File: src/hdl/gfmd_pkg.sv
`default_nettype none
// ----------------------------------------------------------------------------
// gfmd_pkg
// Types and constants shared by the gamepad frame motor decoder.
// ----------------------------------------------------------------------------
package gfmd_pkg;

   localparam logic [7:0] START_BYTE = 8'h80;
   localparam logic [7:0] Y_FWD      = 8'h00;
   localparam logic [7:0] Y_REV      = 8'h7f;
   localparam int unsigned BTN_CIRCLE_BIT = 6;
   localparam int unsigned BTN_CROSS_BIT  = 5;
   localparam logic [2:0] LAST_PAYLOAD_IDX = 3'd5;

   localparam int unsigned CSR_DATA_W = 10;
   localparam int unsigned CSR_IDX_W  = 2;

   typedef enum logic [CSR_IDX_W-1:0] {
      CSR_WINDOW_LOW  = 2'd0,
      CSR_WINDOW_HIGH = 2'd1,
      CSR_DRIVE_DUTY  = 2'd2,
      CSR_CHECK_TRIES = 2'd3
   } csr_index_type;

   localparam logic [6:0] WINDOW_LOW_RST  = 7'd36;
   localparam logic [6:0] WINDOW_HIGH_RST = 7'd100;
   localparam logic [9:0] DRIVE_DUTY_RST  = 10'd512;
   localparam logic [3:0] CHECK_TRIES_RST = 4'd10;

   typedef enum logic [1:0] {
      PH_HUNT    = 2'd0,
      PH_PAYLOAD = 2'd1,
      PH_CHECK   = 2'd2
   } phase_type;

   typedef enum logic [1:0] {
      DIR_STOP = 2'd0,
      DIR_FWD  = 2'd1,
      DIR_REV  = 2'd2
   } dir_type;

   typedef struct packed {
      logic [6:0] window_low;
      logic [6:0] window_high;
      logic [9:0] drive_duty;
      logic [3:0] checksum_tries;
   } cfg_type;

   typedef struct packed {
      dir_type    dir;
      logic [9:0] duty;
   } motor_type;

   typedef struct packed {
      logic       frame_ok;
      logic [1:0] motor_a_dir;
      logic [9:0] motor_a_duty;
      logic [1:0] motor_b_dir;
      logic [9:0] motor_b_duty;
   } rsp_type;

endpackage
`default_nettype wire

File: src/hdl/gfmd_ifs.sv
`default_nettype none
// ----------------------------------------------------------------------------
// gfmd_ifs
// Request and response channel interfaces (valid/ready).
// ----------------------------------------------------------------------------
interface gfmd_req_if;
   logic       valid;
   logic       ready;
   logic [7:0] rx_byte;

   modport source (output valid, output rx_byte, input ready);
   modport sink   (input valid, input rx_byte, output ready);
endinterface

interface gfmd_rsp_if;
   logic       valid;
   logic       ready;
   logic       frame_ok;
   logic [1:0] motor_a_dir;
   logic [9:0] motor_a_duty;
   logic [1:0] motor_b_dir;
   logic [9:0] motor_b_duty;

   modport source (output valid, output frame_ok, output motor_a_dir, output motor_a_duty,
                   output motor_b_dir, output motor_b_duty, input ready);
   modport sink   (input valid, input frame_ok, input motor_a_dir, input motor_a_duty,
                   input motor_b_dir, input motor_b_duty, output ready);
endinterface
`default_nettype wire

File: src/hdl/gfmd_csr_bank.sv
`default_nettype none
// ----------------------------------------------------------------------------
// gfmd_csr_bank
// Configuration registers, written through a plain write port.
// ----------------------------------------------------------------------------
module gfmd_csr_bank (
   input  wire logic                            clock,
   input  wire logic                            reset,
   input  wire logic                            csr_we,
   input  wire logic [gfmd_pkg::CSR_IDX_W-1:0]  csr_index,
   input  wire logic [gfmd_pkg::CSR_DATA_W-1:0] csr_wdata,
   output gfmd_pkg::cfg_type                    cfg
);
   import gfmd_pkg::*;

   cfg_type cfg_ff;

   always_ff @(posedge clock) begin
      if (reset) begin
         cfg_ff.window_low     <= WINDOW_LOW_RST;
         cfg_ff.window_high    <= WINDOW_HIGH_RST;
         cfg_ff.drive_duty     <= DRIVE_DUTY_RST;
         cfg_ff.checksum_tries <= CHECK_TRIES_RST;
      end else if (csr_we) begin
         unique case (csr_index_type'(csr_index))
            CSR_WINDOW_LOW:  cfg_ff.window_low     <= csr_wdata[6:0];
            CSR_WINDOW_HIGH: cfg_ff.window_high    <= csr_wdata[6:0];
            CSR_DRIVE_DUTY:  cfg_ff.drive_duty     <= csr_wdata[9:0];
            CSR_CHECK_TRIES: cfg_ff.checksum_tries <= csr_wdata[3:0];
            default: ;
         endcase
      end
   end

   assign cfg = cfg_ff;

endmodule
`default_nettype wire

File: src/hdl/gfmd_frame_parser.sv
`default_nettype none
// ----------------------------------------------------------------------------
// gfmd_frame_parser
// Frame hunt, payload capture, checksum search and motor update, one byte
// per accepted request.
// ----------------------------------------------------------------------------
module gfmd_frame_parser (
   input  wire logic       clock,
   input  wire logic       reset,
   input  wire gfmd_pkg::cfg_type cfg,
   input  wire logic       byte_valid,
   input  wire logic [7:0] rx_byte,
   output logic            evt_valid,
   output gfmd_pkg::rsp_type evt
);
   import gfmd_pkg::*;

   phase_type  phase_ff, phase_in;
   logic [2:0] idx_ff, idx_in;
   logic [6:0] sum_ff, sum_in;
   logic [3:0] mis_ff, mis_in;
   motor_type  motor_a_ff, motor_a_in;
   motor_type  motor_b_ff, motor_b_in;
   logic [7:0] fb_ff [1:5];

   logic [2:0] slot;
   logic [3:0] mis_inc;
   logic       is_start;
   logic       sum_match;
   logic       give_up;
   motor_type  stick_a;
   motor_type  stick_b;

   function automatic motor_type stick_drive(input logic [7:0] x, input logic [7:0] y,
                                             input cfg_type c);
      motor_type m;
      m.dir  = DIR_STOP;
      m.duty = '0;
      if ((x > {1'b0, c.window_low}) && (x < {1'b0, c.window_high})) begin
         if (y == Y_FWD) begin
            m.dir  = DIR_FWD;
            m.duty = c.drive_duty;
         end else if (y == Y_REV) begin
            m.dir  = DIR_REV;
            m.duty = c.drive_duty;
         end
      end
      return m;
   endfunction

   assign slot      = (idx_ff > LAST_PAYLOAD_IDX) ? LAST_PAYLOAD_IDX : idx_ff;
   assign mis_inc   = mis_ff + 4'd1;
   assign is_start  = (rx_byte == START_BYTE);
   assign sum_match = (rx_byte == {1'b0, sum_ff});
   assign give_up   = !sum_match && (mis_inc >= cfg.checksum_tries);
   assign stick_a   = stick_drive(fb_ff[4], fb_ff[5], cfg);
   assign stick_b   = stick_drive(fb_ff[2], fb_ff[3], cfg);

   // next phase
   always_comb begin
      phase_in = phase_ff;
      if (byte_valid) begin
         unique case (phase_ff)
            PH_PAYLOAD: if (slot == LAST_PAYLOAD_IDX) phase_in = PH_CHECK;
            PH_CHECK:   if (sum_match || give_up) phase_in = PH_HUNT;
            default:    phase_in = is_start ? PH_PAYLOAD : PH_HUNT;
         endcase
      end
   end

   // datapath and event outputs
   always_comb begin
      idx_in     = idx_ff;
      sum_in     = sum_ff;
      mis_in     = mis_ff;
      motor_a_in = motor_a_ff;
      motor_b_in = motor_b_ff;
      evt_valid  = 1'b0;
      evt.frame_ok = 1'b0;
      if (byte_valid) begin
         unique case (phase_ff)
            PH_PAYLOAD: begin
               idx_in = slot + 3'd1;
               sum_in = sum_ff + rx_byte[6:0];
               if (slot == LAST_PAYLOAD_IDX) mis_in = '0;
            end
            PH_CHECK: begin
               if (sum_match) begin
                  motor_a_in = stick_a;
                  motor_b_in = stick_b;
                  if (fb_ff[1][BTN_CIRCLE_BIT]) begin
                     motor_a_in = '{dir: DIR_REV, duty: cfg.drive_duty};
                     motor_b_in = '{dir: DIR_FWD, duty: cfg.drive_duty};
                  end
                  if (fb_ff[1][BTN_CROSS_BIT]) begin
                     motor_a_in = '{dir: DIR_FWD, duty: cfg.drive_duty};
                     motor_b_in = '{dir: DIR_REV, duty: cfg.drive_duty};
                  end
                  evt_valid    = 1'b1;
                  evt.frame_ok = 1'b1;
               end else if (give_up) begin
                  mis_in    = '0;
                  evt_valid = 1'b1;
               end else begin
                  mis_in = mis_inc;
               end
            end
            default: begin
               if (is_start) begin
                  idx_in = '0;
                  sum_in = '0;
               end
            end
         endcase
      end
      evt.motor_a_dir  = motor_a_in.dir;
      evt.motor_a_duty = motor_a_in.duty;
      evt.motor_b_dir  = motor_b_in.dir;
      evt.motor_b_duty = motor_b_in.duty;
   end

   always_ff @(posedge clock) begin
      if (reset) begin
         phase_ff   <= PH_HUNT;
         idx_ff     <= '0;
         sum_ff     <= '0;
         mis_ff     <= '0;
         motor_a_ff <= '{dir: DIR_STOP, duty: '0};
         motor_b_ff <= '{dir: DIR_STOP, duty: '0};
      end else begin
         phase_ff   <= phase_in;
         idx_ff     <= idx_in;
         sum_ff     <= sum_in;
         mis_ff     <= mis_in;
         motor_a_ff <= motor_a_in;
         motor_b_ff <= motor_b_in;
      end
   end

   // payload byte 0 is never read; keep 1..5
   always_ff @(posedge clock) begin
      if (byte_valid && (phase_ff == PH_PAYLOAD) && (slot != 3'd0)) begin
         fb_ff[slot] <= rx_byte;
      end
   end

endmodule
`default_nettype wire

File: src/hdl/gfmd_rsp_queue.sv
`default_nettype none
// ----------------------------------------------------------------------------
// gfmd_rsp_queue
// Two-entry response buffer that decouples the parser from the response
// channel.
// ----------------------------------------------------------------------------
module gfmd_rsp_queue (
   input  wire logic        clock,
   input  wire logic        reset,
   input  wire logic        push,
   input  wire gfmd_pkg::rsp_type push_data,
   output logic             full,
   gfmd_rsp_if.source       rsp_bus
);
   import gfmd_pkg::*;

   rsp_type    slot_ff [2];
   logic       wr_ff, wr_in;
   logic       rd_ff, rd_in;
   logic [1:0] cnt_ff, cnt_in;
   logic       pop;
   rsp_type    head;

   assign pop   = rsp_bus.valid && rsp_bus.ready;
   assign wr_in = wr_ff ^ push;
   assign rd_in = rd_ff ^ pop;

   always_comb begin
      unique case ({push, pop})
         2'b10:   cnt_in = cnt_ff + 2'd1;
         2'b01:   cnt_in = cnt_ff - 2'd1;
         default: cnt_in = cnt_ff;
      endcase
   end

   always_ff @(posedge clock) begin
      if (reset) begin
         wr_ff  <= 1'b0;
         rd_ff  <= 1'b0;
         cnt_ff <= '0;
      end else begin
         wr_ff  <= wr_in;
         rd_ff  <= rd_in;
         cnt_ff <= cnt_in;
      end
   end

   always_ff @(posedge clock) begin
      if (push) begin
         slot_ff[wr_ff] <= push_data;
      end
   end

   assign head = slot_ff[rd_ff];
   assign full = cnt_ff[1];

   assign rsp_bus.valid        = (cnt_ff != 2'd0);
   assign rsp_bus.frame_ok     = head.frame_ok;
   assign rsp_bus.motor_a_dir  = head.motor_a_dir;
   assign rsp_bus.motor_a_duty = head.motor_a_duty;
   assign rsp_bus.motor_b_dir  = head.motor_b_dir;
   assign rsp_bus.motor_b_duty = head.motor_b_duty;

endmodule
`default_nettype wire

File: src/hdl/gamepad_frame_motor_decoder_unit.sv
`default_nettype none
// ----------------------------------------------------------------------------
// gamepad_frame_motor_decoder_unit
// Gamepad frame decoder driving two motor channels from received bytes.
// ----------------------------------------------------------------------------
// Takes one received byte per request and answers each accepted or abandoned
// frame with one response carrying frame_ok and both motor settings. Every
// byte is handled in the cycle it is accepted, so a byte can be taken on
// every clock; the parser registers feed a two-entry response buffer, and
// req ready drops only while both buffer entries wait on the response side.
// A response is queued in the cycle after the byte that completes or abandons
// a frame, behind any waiting one. Configuration writes take effect on the
// next clock and belong only between frames.
module gamepad_frame_motor_decoder_unit (
   input  wire logic                            clock,
   input  wire logic                            reset,
   gfmd_req_if.sink                             req_bus,
   gfmd_rsp_if.source                           rsp_bus,
   input  wire logic                            csr_we,
   input  wire logic [gfmd_pkg::CSR_IDX_W-1:0]  csr_index,
   input  wire logic [gfmd_pkg::CSR_DATA_W-1:0] csr_wdata
);
   import gfmd_pkg::*;

   cfg_type cfg;
   rsp_type evt;
   logic    evt_valid;
   logic    q_full;
   logic    req_fire;

   assign req_bus.ready = !q_full;
   assign req_fire      = req_bus.valid && req_bus.ready;

   gfmd_csr_bank u_csr (
      .clock     (clock),
      .reset     (reset),
      .csr_we    (csr_we),
      .csr_index (csr_index),
      .csr_wdata (csr_wdata),
      .cfg       (cfg)
   );

   gfmd_frame_parser u_parser (
      .clock      (clock),
      .reset      (reset),
      .cfg        (cfg),
      .byte_valid (req_fire),
      .rx_byte    (req_bus.rx_byte),
      .evt_valid  (evt_valid),
      .evt        (evt)
   );

   gfmd_rsp_queue u_queue (
      .clock     (clock),
      .reset     (reset),
      .push      (evt_valid),
      .push_data (evt),
      .full      (q_full),
      .rsp_bus   (rsp_bus)
   );

endmodule
`default_nettype wire

File: src/flat_wrapper.sv
// flat-port wrapper written by rule: the top's interface ports become plain ports
module gamepad_frame_motor_decoder_unit_flat import gfmd_pkg::*;
  (clock, reset, csr_we, csr_index, csr_wdata, req_bus_valid, req_bus_rx_byte, req_bus_ready, rsp_bus_valid, rsp_bus_frame_ok, rsp_bus_motor_a_dir, rsp_bus_motor_a_duty, rsp_bus_motor_b_dir, rsp_bus_motor_b_duty, rsp_bus_ready);
  gfmd_req_if req_bus_i ();
  gfmd_rsp_if rsp_bus_i ();
  input  wire logic clock;
  input  wire logic reset;
  input  wire logic csr_we;
  input  wire logic [gfmd_pkg::CSR_IDX_W-1:0] csr_index;
  input  wire logic [gfmd_pkg::CSR_DATA_W-1:0] csr_wdata;
  input wire logic [$bits(req_bus_i.valid)-1:0] req_bus_valid;
  input wire logic [$bits(req_bus_i.rx_byte)-1:0] req_bus_rx_byte;
  output wire logic [$bits(req_bus_i.ready)-1:0] req_bus_ready;
  output wire logic [$bits(rsp_bus_i.valid)-1:0] rsp_bus_valid;
  output wire logic [$bits(rsp_bus_i.frame_ok)-1:0] rsp_bus_frame_ok;
  output wire logic [$bits(rsp_bus_i.motor_a_dir)-1:0] rsp_bus_motor_a_dir;
  output wire logic [$bits(rsp_bus_i.motor_a_duty)-1:0] rsp_bus_motor_a_duty;
  output wire logic [$bits(rsp_bus_i.motor_b_dir)-1:0] rsp_bus_motor_b_dir;
  output wire logic [$bits(rsp_bus_i.motor_b_duty)-1:0] rsp_bus_motor_b_duty;
  input wire logic [$bits(rsp_bus_i.ready)-1:0] rsp_bus_ready;
  assign req_bus_i.valid = req_bus_valid;
  assign req_bus_i.rx_byte = req_bus_rx_byte;
  assign req_bus_ready = req_bus_i.ready;
  assign rsp_bus_valid = rsp_bus_i.valid;
  assign rsp_bus_frame_ok = rsp_bus_i.frame_ok;
  assign rsp_bus_motor_a_dir = rsp_bus_i.motor_a_dir;
  assign rsp_bus_motor_a_duty = rsp_bus_i.motor_a_duty;
  assign rsp_bus_motor_b_dir = rsp_bus_i.motor_b_dir;
  assign rsp_bus_motor_b_duty = rsp_bus_i.motor_b_duty;
  assign rsp_bus_i.ready = rsp_bus_ready;
  gamepad_frame_motor_decoder_unit u_core (.clock(clock), .reset(reset), .req_bus(req_bus_i), .rsp_bus(rsp_bus_i), .csr_we(csr_we), .csr_index(csr_index), .csr_wdata(csr_wdata));
endmodule
File: config.mk
export PLATFORM = sky130hd
export DESIGN_NAME = gamepad_frame_motor_decoder_unit_flat
export DESIGN_NICKNAME = d
export VERILOG_FILES = /design/src/hdl/gfmd_pkg.sv /design/src/hdl/gfmd_ifs.sv /design/src/hdl/gfmd_csr_bank.sv /design/src/hdl/gfmd_frame_parser.sv /design/src/hdl/gfmd_rsp_queue.sv /design/src/hdl/gamepad_frame_motor_decoder_unit.sv /design/src/flat_wrapper.sv
export SDC_FILE = /design/constraint.sdc
export NUM_CORES = 1
export LEC_CHECK = 0
export BUFFER_PORTS_ARGS = -buffer_cell sky130_fd_sc_hd__buf_2
export CELL_PAD_IN_SITES_DETAIL_PLACEMENT = 1
export CELL_PAD_IN_SITES_GLOBAL_PLACEMENT = 1
export CORE_UTILIZATION = 52
export CTS_CLUSTER_DIAMETER = 100
export CTS_CLUSTER_SIZE = 10
export DETAILED_ROUTE_END_ITERATION = 16
export PLACE_DENSITY = 0.9
export SETUP_SLACK_MARGIN = 0.3
export SLEW_MARGIN = 20
export SYNTH_ARGS = -nofsm -noshare
export SYNTH_HDL_FRONTEND = slang
export SYNTH_SLANG_ARGS = --single-unit
export TNS_END_PERCENT = 20
File: constraint.sdc
create_clock -name clock -period 4.6 [get_ports clock]
set_input_delay 0.92 -clock clock [delete_from_list [all_inputs] [get_ports clock]]
set_output_delay 0.92 -clock clock [all_outputs]
set_load 0.02 [all_outputs]
==> flow_summary.toml, run 1 <==
[worst_setup_path]
path_max_fanout = 10
crit_arrival_ps = 3490
required_ps = 4750
setup.worst_path.end_class = "flop"
start_kind = "primary input"
worstSetupPathType = "primary input to flop"

[clock_network]
postCtsSetupBuffers = 0
clk_pin_slew_worst_paths_ps = 70
clock_latency_ps = 440
cts_hold_buffers = 0
cts_buffer_depth = 2
cts-htree-levels = 4
cts_root_buffer = "clkbuf_16"
ctsResizeCount = 0
cts.sinks = 156
cts_tree = "built"
cts-buffers-inserted = 17

[finish]
n_antenna_cell = 0
final_net_count = 812
utilization = 0.6111
final_common_cell = "edfxtp_1"
layout_common_cells = "edfxtp_1 (84), nor2_1 (71), dfxtp_1 (71)"
syn_to_final_growth_pct = 14.26
drive_above_1_share = 0.1709

[sta]
period_share = 0.7249
slew_headroom = 0.2630
finalClockSkew_ps = 7.707
worst_pin_slew_ps = 1101
rsz0062_at_grt = "false"
post-route-min-period_ps = 3335
finalSetupTns_ps = 0
hold_viol = 0
final-setup-viol-count = 0
slew_viol_final = 0
holdWs_ps = 450.8
max_freq_ghz = 0.2999

[grt]
track_usage = 0.3000
antenna_found_initial = 0
grt_max_degree = 43
grt_pass1_vias = 6038
grt_pass1_wl_um = 32790
grt_overflow = 0

[place]
gp_congestion = 0.8429
port-buffer-count = 51
dpl.hpwl_um = 14200

[synth]
synth_compound_area_frac = 0.1235
yosys-mux-area-fraction = 0.04735
synth-seq-area-share = 0.5339
synth_nets = 760
synth-edff-count = 84
synth.avg_cell_area_um2 = 10.76
synth_top_family_by_area = "simple AND/OR/NAND/NOR gates"
yosys_warnings = 0
ys.flop_type = "edfxtp_1"
netlist_instances = 690
synth-xor-area-share = 0.01062
synth_adder_area_share = 0.07685
async_flop_share = 0
syn_area_mm2 = 0.007425
yosysUniqueCellTypes = 60
synth-simple-area-share = 0.1788
ys_seq_elements = 156

[power_and_ir_drop]
ir_drop_v = 0.0002607
p_leak_nw = 3.376
p_per_area_mw_per_mm2 = 360.7

[drt]
dr.pass1.iters = 5
wl_per_cell_um = 22.31
drtIter0Drc = 306
antenna_left = 0
routed_wirelength_um = 20860
drcViolationCount = 0
vias = 5791
vias_per_cell = 6.194

[floorplanning]
die_h_um = 121.5
die_w_um = 121.5
std_cell_rows = 43
dieArea_mm2 = 0.01476
ioPinCount = 52
core_area_mm2 = 0.01388
start_util = 0.5349

[hold_path]
hp-class = "flop to flop"

[flow_run]
max-cap-violations = 0

[outcome]
outcome = "complete, no violations"
[cells in the mapped netlist, types with 2 or more instances]
cell type | number | area, um2
o21ai_0 | 12 | 60.06
nand3b_1 | 7 | 52.55
a221o_1 | 2 | 20.02
o211ai_1 | 3 | 22.52
a211oi_1 | 7 | 52.55
nand2_1 | 69 | 259.0
nor4_1 | 3 | 18.77
and4b_1 | 4 | 40.04
or2_2 | 4 | 25.02
nand3_1 | 8 | 40.04
a21oi_1 | 57 | 285.3
inv_1 | 31 | 116.4
xnor2_1 | 6 | 52.55
nor3b_1 | 12 | 90.09
mux2i_1 | 7 | 70.07
a211o_1 | 7 | 61.31
clkbuf_1 | 23 | 86.33
or3_1 | 2 | 12.51
nand4b_1 | 4 | 35.03
edfxtp_1 | 84 | 2522
a41oi_4 | 2 | 55.05
o21ai_1 | 12 | 60.06
nand2b_1 | 11 | 68.82
dfxtp_1 | 72 | 1441
a21o_1 | 4 | 30.03
nor4b_1 | 2 | 17.52
and3_1 | 2 | 12.51
mux2_2 | 25 | 281.5
and4_1 | 6 | 52.55
or4b_1 | 2 | 20.02
and2_1 | 12 | 75.07
nor2b_1 | 5 | 31.28
a22oi_1 | 8 | 60.06
ha_1 | 44 | 550.5
nor3_1 | 7 | 35.03
a32oi_1 | 11 | 96.34
nor2_1 | 71 | 266.5
nand4_1 | 17 | 106.4
xor2_1 | 3 | 26.28
or4_1 | 2 | 15.01
[critical path, cell delays in order]
cell,delay (ps)
buf_2,150
ha_1,380
nor3_1,630
nand4_1,410
nand2b_1,320
a31oi_2,490
nor2_1,180
[per-stage QoR]
step / cell area [um2] / std cells / worst slack [ps] / power, mW
CTS: 8482 / 935 / 1336 / 3.061
finish: 8483 / 935 / 1265 / 3.060
global placement: 7866 / 903 / 1169 / 1.598
floorplan: 7425 / 690 / 1341 / 1.561
global route: 8483 / 935 / 1132 / 3.126
detailed placement: 7866 / 903 / 1020 / 1.605
[where the power goes]
group	switching, mW	internal [mW]
Combinational	0.0731	0.0353
Sequential	0.00694	1.47
Clock	0.611	0.867
[metal layers]
metal  vias up  GRT usage  share of wire
met5         -          0              0
met4         0     0.1451          0.035
met3        48    0.05968          0.051
met2       209     0.5206           0.51
met1      2891     0.3529           0.40
li1       2643          -              -
[sequential cells by signal, indices dropped and copies added (netlist names)]
register                    flops
u_core.u_parser.idx_ff          3
u_core.u_csr.cfg               28
u_core.u_parser.phase_ff        2
u_core.u_parser.fb_ff          34
u_core.u_queue.wr_ff            1
u_core.u_parser.motor_b_ff     12
u_core.u_queue.slot_ff         50
u_core.u_parser.sum_ff          7
u_core.u_parser.motor_a_ff     12
u_core.u_queue.rd_ff            1
u_core.u_parser.mis_ff          4
u_core.u_queue.cnt_ff           2
[path summary, 6_finish.rpt]
check,startpoint,to,slack [ps],cells after the start
worst min-delay path,u_core.u_parser.motor_b_ff[7]$_SDFF_PP0_,u_core.u_parser.motor_b_ff[7]$_SDFF_PP0_,450,2
worst max register to register,u_core.u_parser.sum_ff[3]$_SDFFE_PP0P_,u_core.u_queue.slot_ff[0][19]$_DFFE_PP_,1600,6
worst max-delay path,req_bus_rx_byte[3],u_core.u_queue.slot_ff[0][19]$_DFFE_PP_,1270,7
worst min register to register,u_core.u_parser.motor_b_ff[7]$_SDFF_PP0_,u_core.u_parser.motor_b_ff[7]$_SDFF_PP0_,450,2
[cell families (layout without fill, tap and decap cells)]
| kind of cell | Yosys count | count (layout) |
|---|---|---|
| simple gates | 255 | 255 |
| flops | 156 | 156 |
| compound gates | 136 | 136 |
| buf+inv | 57 | 122 |
| fa+ha+maj | 45 | 45 |
| mux | 32 | 32 |
| xor+xnor | 9 | 9 |
[area by class of cell]
| cell class | instances | area [um2] |
|---|---|---|
| fillers | 1492 | 5398 |
| inverters | 32 | 120.1 |
| clock buffers | 18 | 429.2 |
| flip-flops and latches | 156 | 3965 |
| repair buffers | 58 | 307.8 |
| clock inverters | 14 | 186.4 |
| well taps | 180 | 225.2 |
| multi-input cells | 477 | 3249 |
(Power assumes the default switching activity.)
==> inputs of run 2 (changes only) <==
--- a/config.mk
+++ b/config.mk
@@ -8,11 +8,11 @@
 export BUFFER_PORTS_ARGS = -buffer_cell sky130_fd_sc_hd__buf_2
 export CELL_PAD_IN_SITES_DETAIL_PLACEMENT = 1
 export CELL_PAD_IN_SITES_GLOBAL_PLACEMENT = 1
-export CORE_UTILIZATION = 52
+export CORE_UTILIZATION = 48
 export CTS_CLUSTER_DIAMETER = 100
 export CTS_CLUSTER_SIZE = 10
 export DETAILED_ROUTE_END_ITERATION = 16
-export PLACE_DENSITY = 0.9
+export PLACE_DENSITY = 0.84
 export SETUP_SLACK_MARGIN = 0.3
 export SLEW_MARGIN = 20
 export SYNTH_ARGS = -nofsm -noshare
==> constraint.sdc (replaced) <==
create_clock -name clock -period 3.23 [get_ports clock]
set_input_delay 0.646 -clock clock [delete_from_list [all_inputs] [get_ports clock]]
set_output_delay 0.646 -clock clock [all_outputs]
set_load 0.02 [all_outputs]
==> run 2 against run 1 <==
Compared with the run above: design area increased by 0.49%; sequential share of layout area decreased by 0.24 points; largest cell class unchanged; first-iteration DRC count decreased by 24%; clock power increased by 26%; critical endpoint is now u_core.u_queue.cnt_ff[1]$_SDFFE_PP0P_; final cell count increased by 1.9%; highest routed layer unchanged; global-route usage decreased by 4.1 points; register-to-register slack got worse by 1000 ps.
==> flow_summary.toml, run 2 (synthesized netlist as in run 1, its figures left out) <==
[place]
port-buffer-count = 51
dpl.hpwl_um = 13960
pre_cts_ws_ps = 198.2
dp.cells = 921
gp_congestion = 0.9210
dpl_cell_area_mm2 = 0.007976

[sta]
post-route-min-period_ps = 2678
finalSetupTns_ps = 0
worst_pin_slew_ps = 845.7
fin_ws_ps = 552.4
holdWs_ps = 454.1
final-setup-viol-count = 0
slew_viol_final = 0
hold_viol = 0
finalClockSkew_ps = 8.193
max_freq_ghz = 0.3735
slew_headroom = 0.4341
rsz0062_at_grt = "false"
period_share = 0.8290

[finish]
n_antenna_cell = 0
instances_no_fill = 953
layout_common_cells = "edfxtp_1 (84), dfxtp_1 (72), nor2_1 (71)"
drive_above_1_share = 0.1791
largest-register = "u_core.u_queue.slot_ff"
syn_to_final_growth_pct = 14.81
largest_reg_flops = 50
utilization = 0.5628
final_net_count = 822
fin_area_mm2 = 0.008524
final_common_cell = "edfxtp_1"
fillers = 1634

[clock_network]
cts-buffers-inserted = 17
postCtsSetupBuffers = 0
cts_buffer_depth = 2
ctsResizeCount = 0
cts_tree = "built"
clk_pin_slew_worst_paths_ps = 60
clock_latency_ps = 430
cts.sinks = 156
cts_root_buffer = "clkbuf_16"
cts_hold_buffers = 0
cts-htree-levels = 4

[floorplanning]
core_area_mm2 = 0.01515
ioPinCount = 52
std_cell_rows = 45
start_util = 0.4902
die_h_um = 126.4
dieArea_mm2 = 0.01597
die_w_um = 126.4

[drt]
drcViolationCount = 0
drtIter0Drc = 234
vias_per_cell = 5.954
antenna_left = 0
dr.pass1.iters = 5
vias = 5674
wl_per_cell_um = 20.68
routed_wirelength_um = 19710

[worst_setup_path]
reg2reg_slack_ps = 550
start_kind = "flop"
required_ps = 3580
critPathLaunch = "u_core.u_parser.mis_ff[0]$_SDFFE_PP0P_"
crit_arrival_ps = 3030
worstSetupPathType = "flop to flop"
r2r_start = "u_core.u_parser.mis_ff[0]$_SDFFE_PP0P_"
path_max_fanout = 5
setup.worst_path.end_class = "flop"

[flow_run]
max-cap-violations = 0

[power_and_ir_drop]
p_per_area_mw_per_mm2 = 482.5
p_leak_nw = 3.399
power_mw = 4.113
ir_drop_v = 0.0003673

[grt]
grt_pass1_vias = 6092
grt_max_degree = 34
track_usage = 0.2588
antenna_found_initial = 0
grt_overflow = 0
grt_pass1_wl_um = 31680

[hold_path]
min_from = "u_core.u_parser.motor_b_ff[6]$_SDFF_PP0_"
hp-class = "flop to flop"

[outcome]
outcome = "complete, no violations"
## run 2: critical path, cell delays in order (launching register included)
cell	delay, ps
dfxtp_1	420
ha_1	280
ha_1	310
a2111o_1	410
a21oi_1	210
nand2b_1	170
ha_1	260
or3_1	380
a21oi_1	150
## run 2: final cells by class
class	count	area [um2]	area share
Clock inverter	14	108.9	0.01277
Multi-Input combinational cell	477	3249	0.3812
Inverter	32	120.1	0.01409
Clock buffer	18	439.2	0.05152
Timing Repair Buffer	68	407.9	0.04785
Tap cell	188	235.2	0.02759
Sequential cell	156	3964	0.4650
## run 2: metal layers
metal / wire, um / vias up / track usage / part of all wire
li1: - / 2657 / - / -
met1: 8239 / 2813 / 0.3065 / 0.42
met2: 9905 / 149 / 0.4488 / 0.50
met3: 950 / 55 / 0.05905 / 0.048
met4: 613 / 0 / 0.1169 / 0.031
met5: 0 / - / 0 / 0
## run 2: path summary, 6_finish.rpt
check,end,cells past startpoint
setup / recovery,u_core.u_queue.cnt_ff[1]$_SDFFE_PP0P_,8
hold / removal,u_core.u_parser.motor_b_ff[6]$_SDFF_PP0_,2
setup reg to reg,u_core.u_queue.cnt_ff[1]$_SDFFE_PP0P_,8
hold reg to reg,u_core.u_parser.motor_b_ff[6]$_SDFF_PP0_,2
## run 2: power by group
group          internal (mW)  leakage (nW)  switching (mW)
clock network           1.02         0.265           0.846
logic                 0.0528          1.80           0.101
registers               2.09          1.34          0.0105
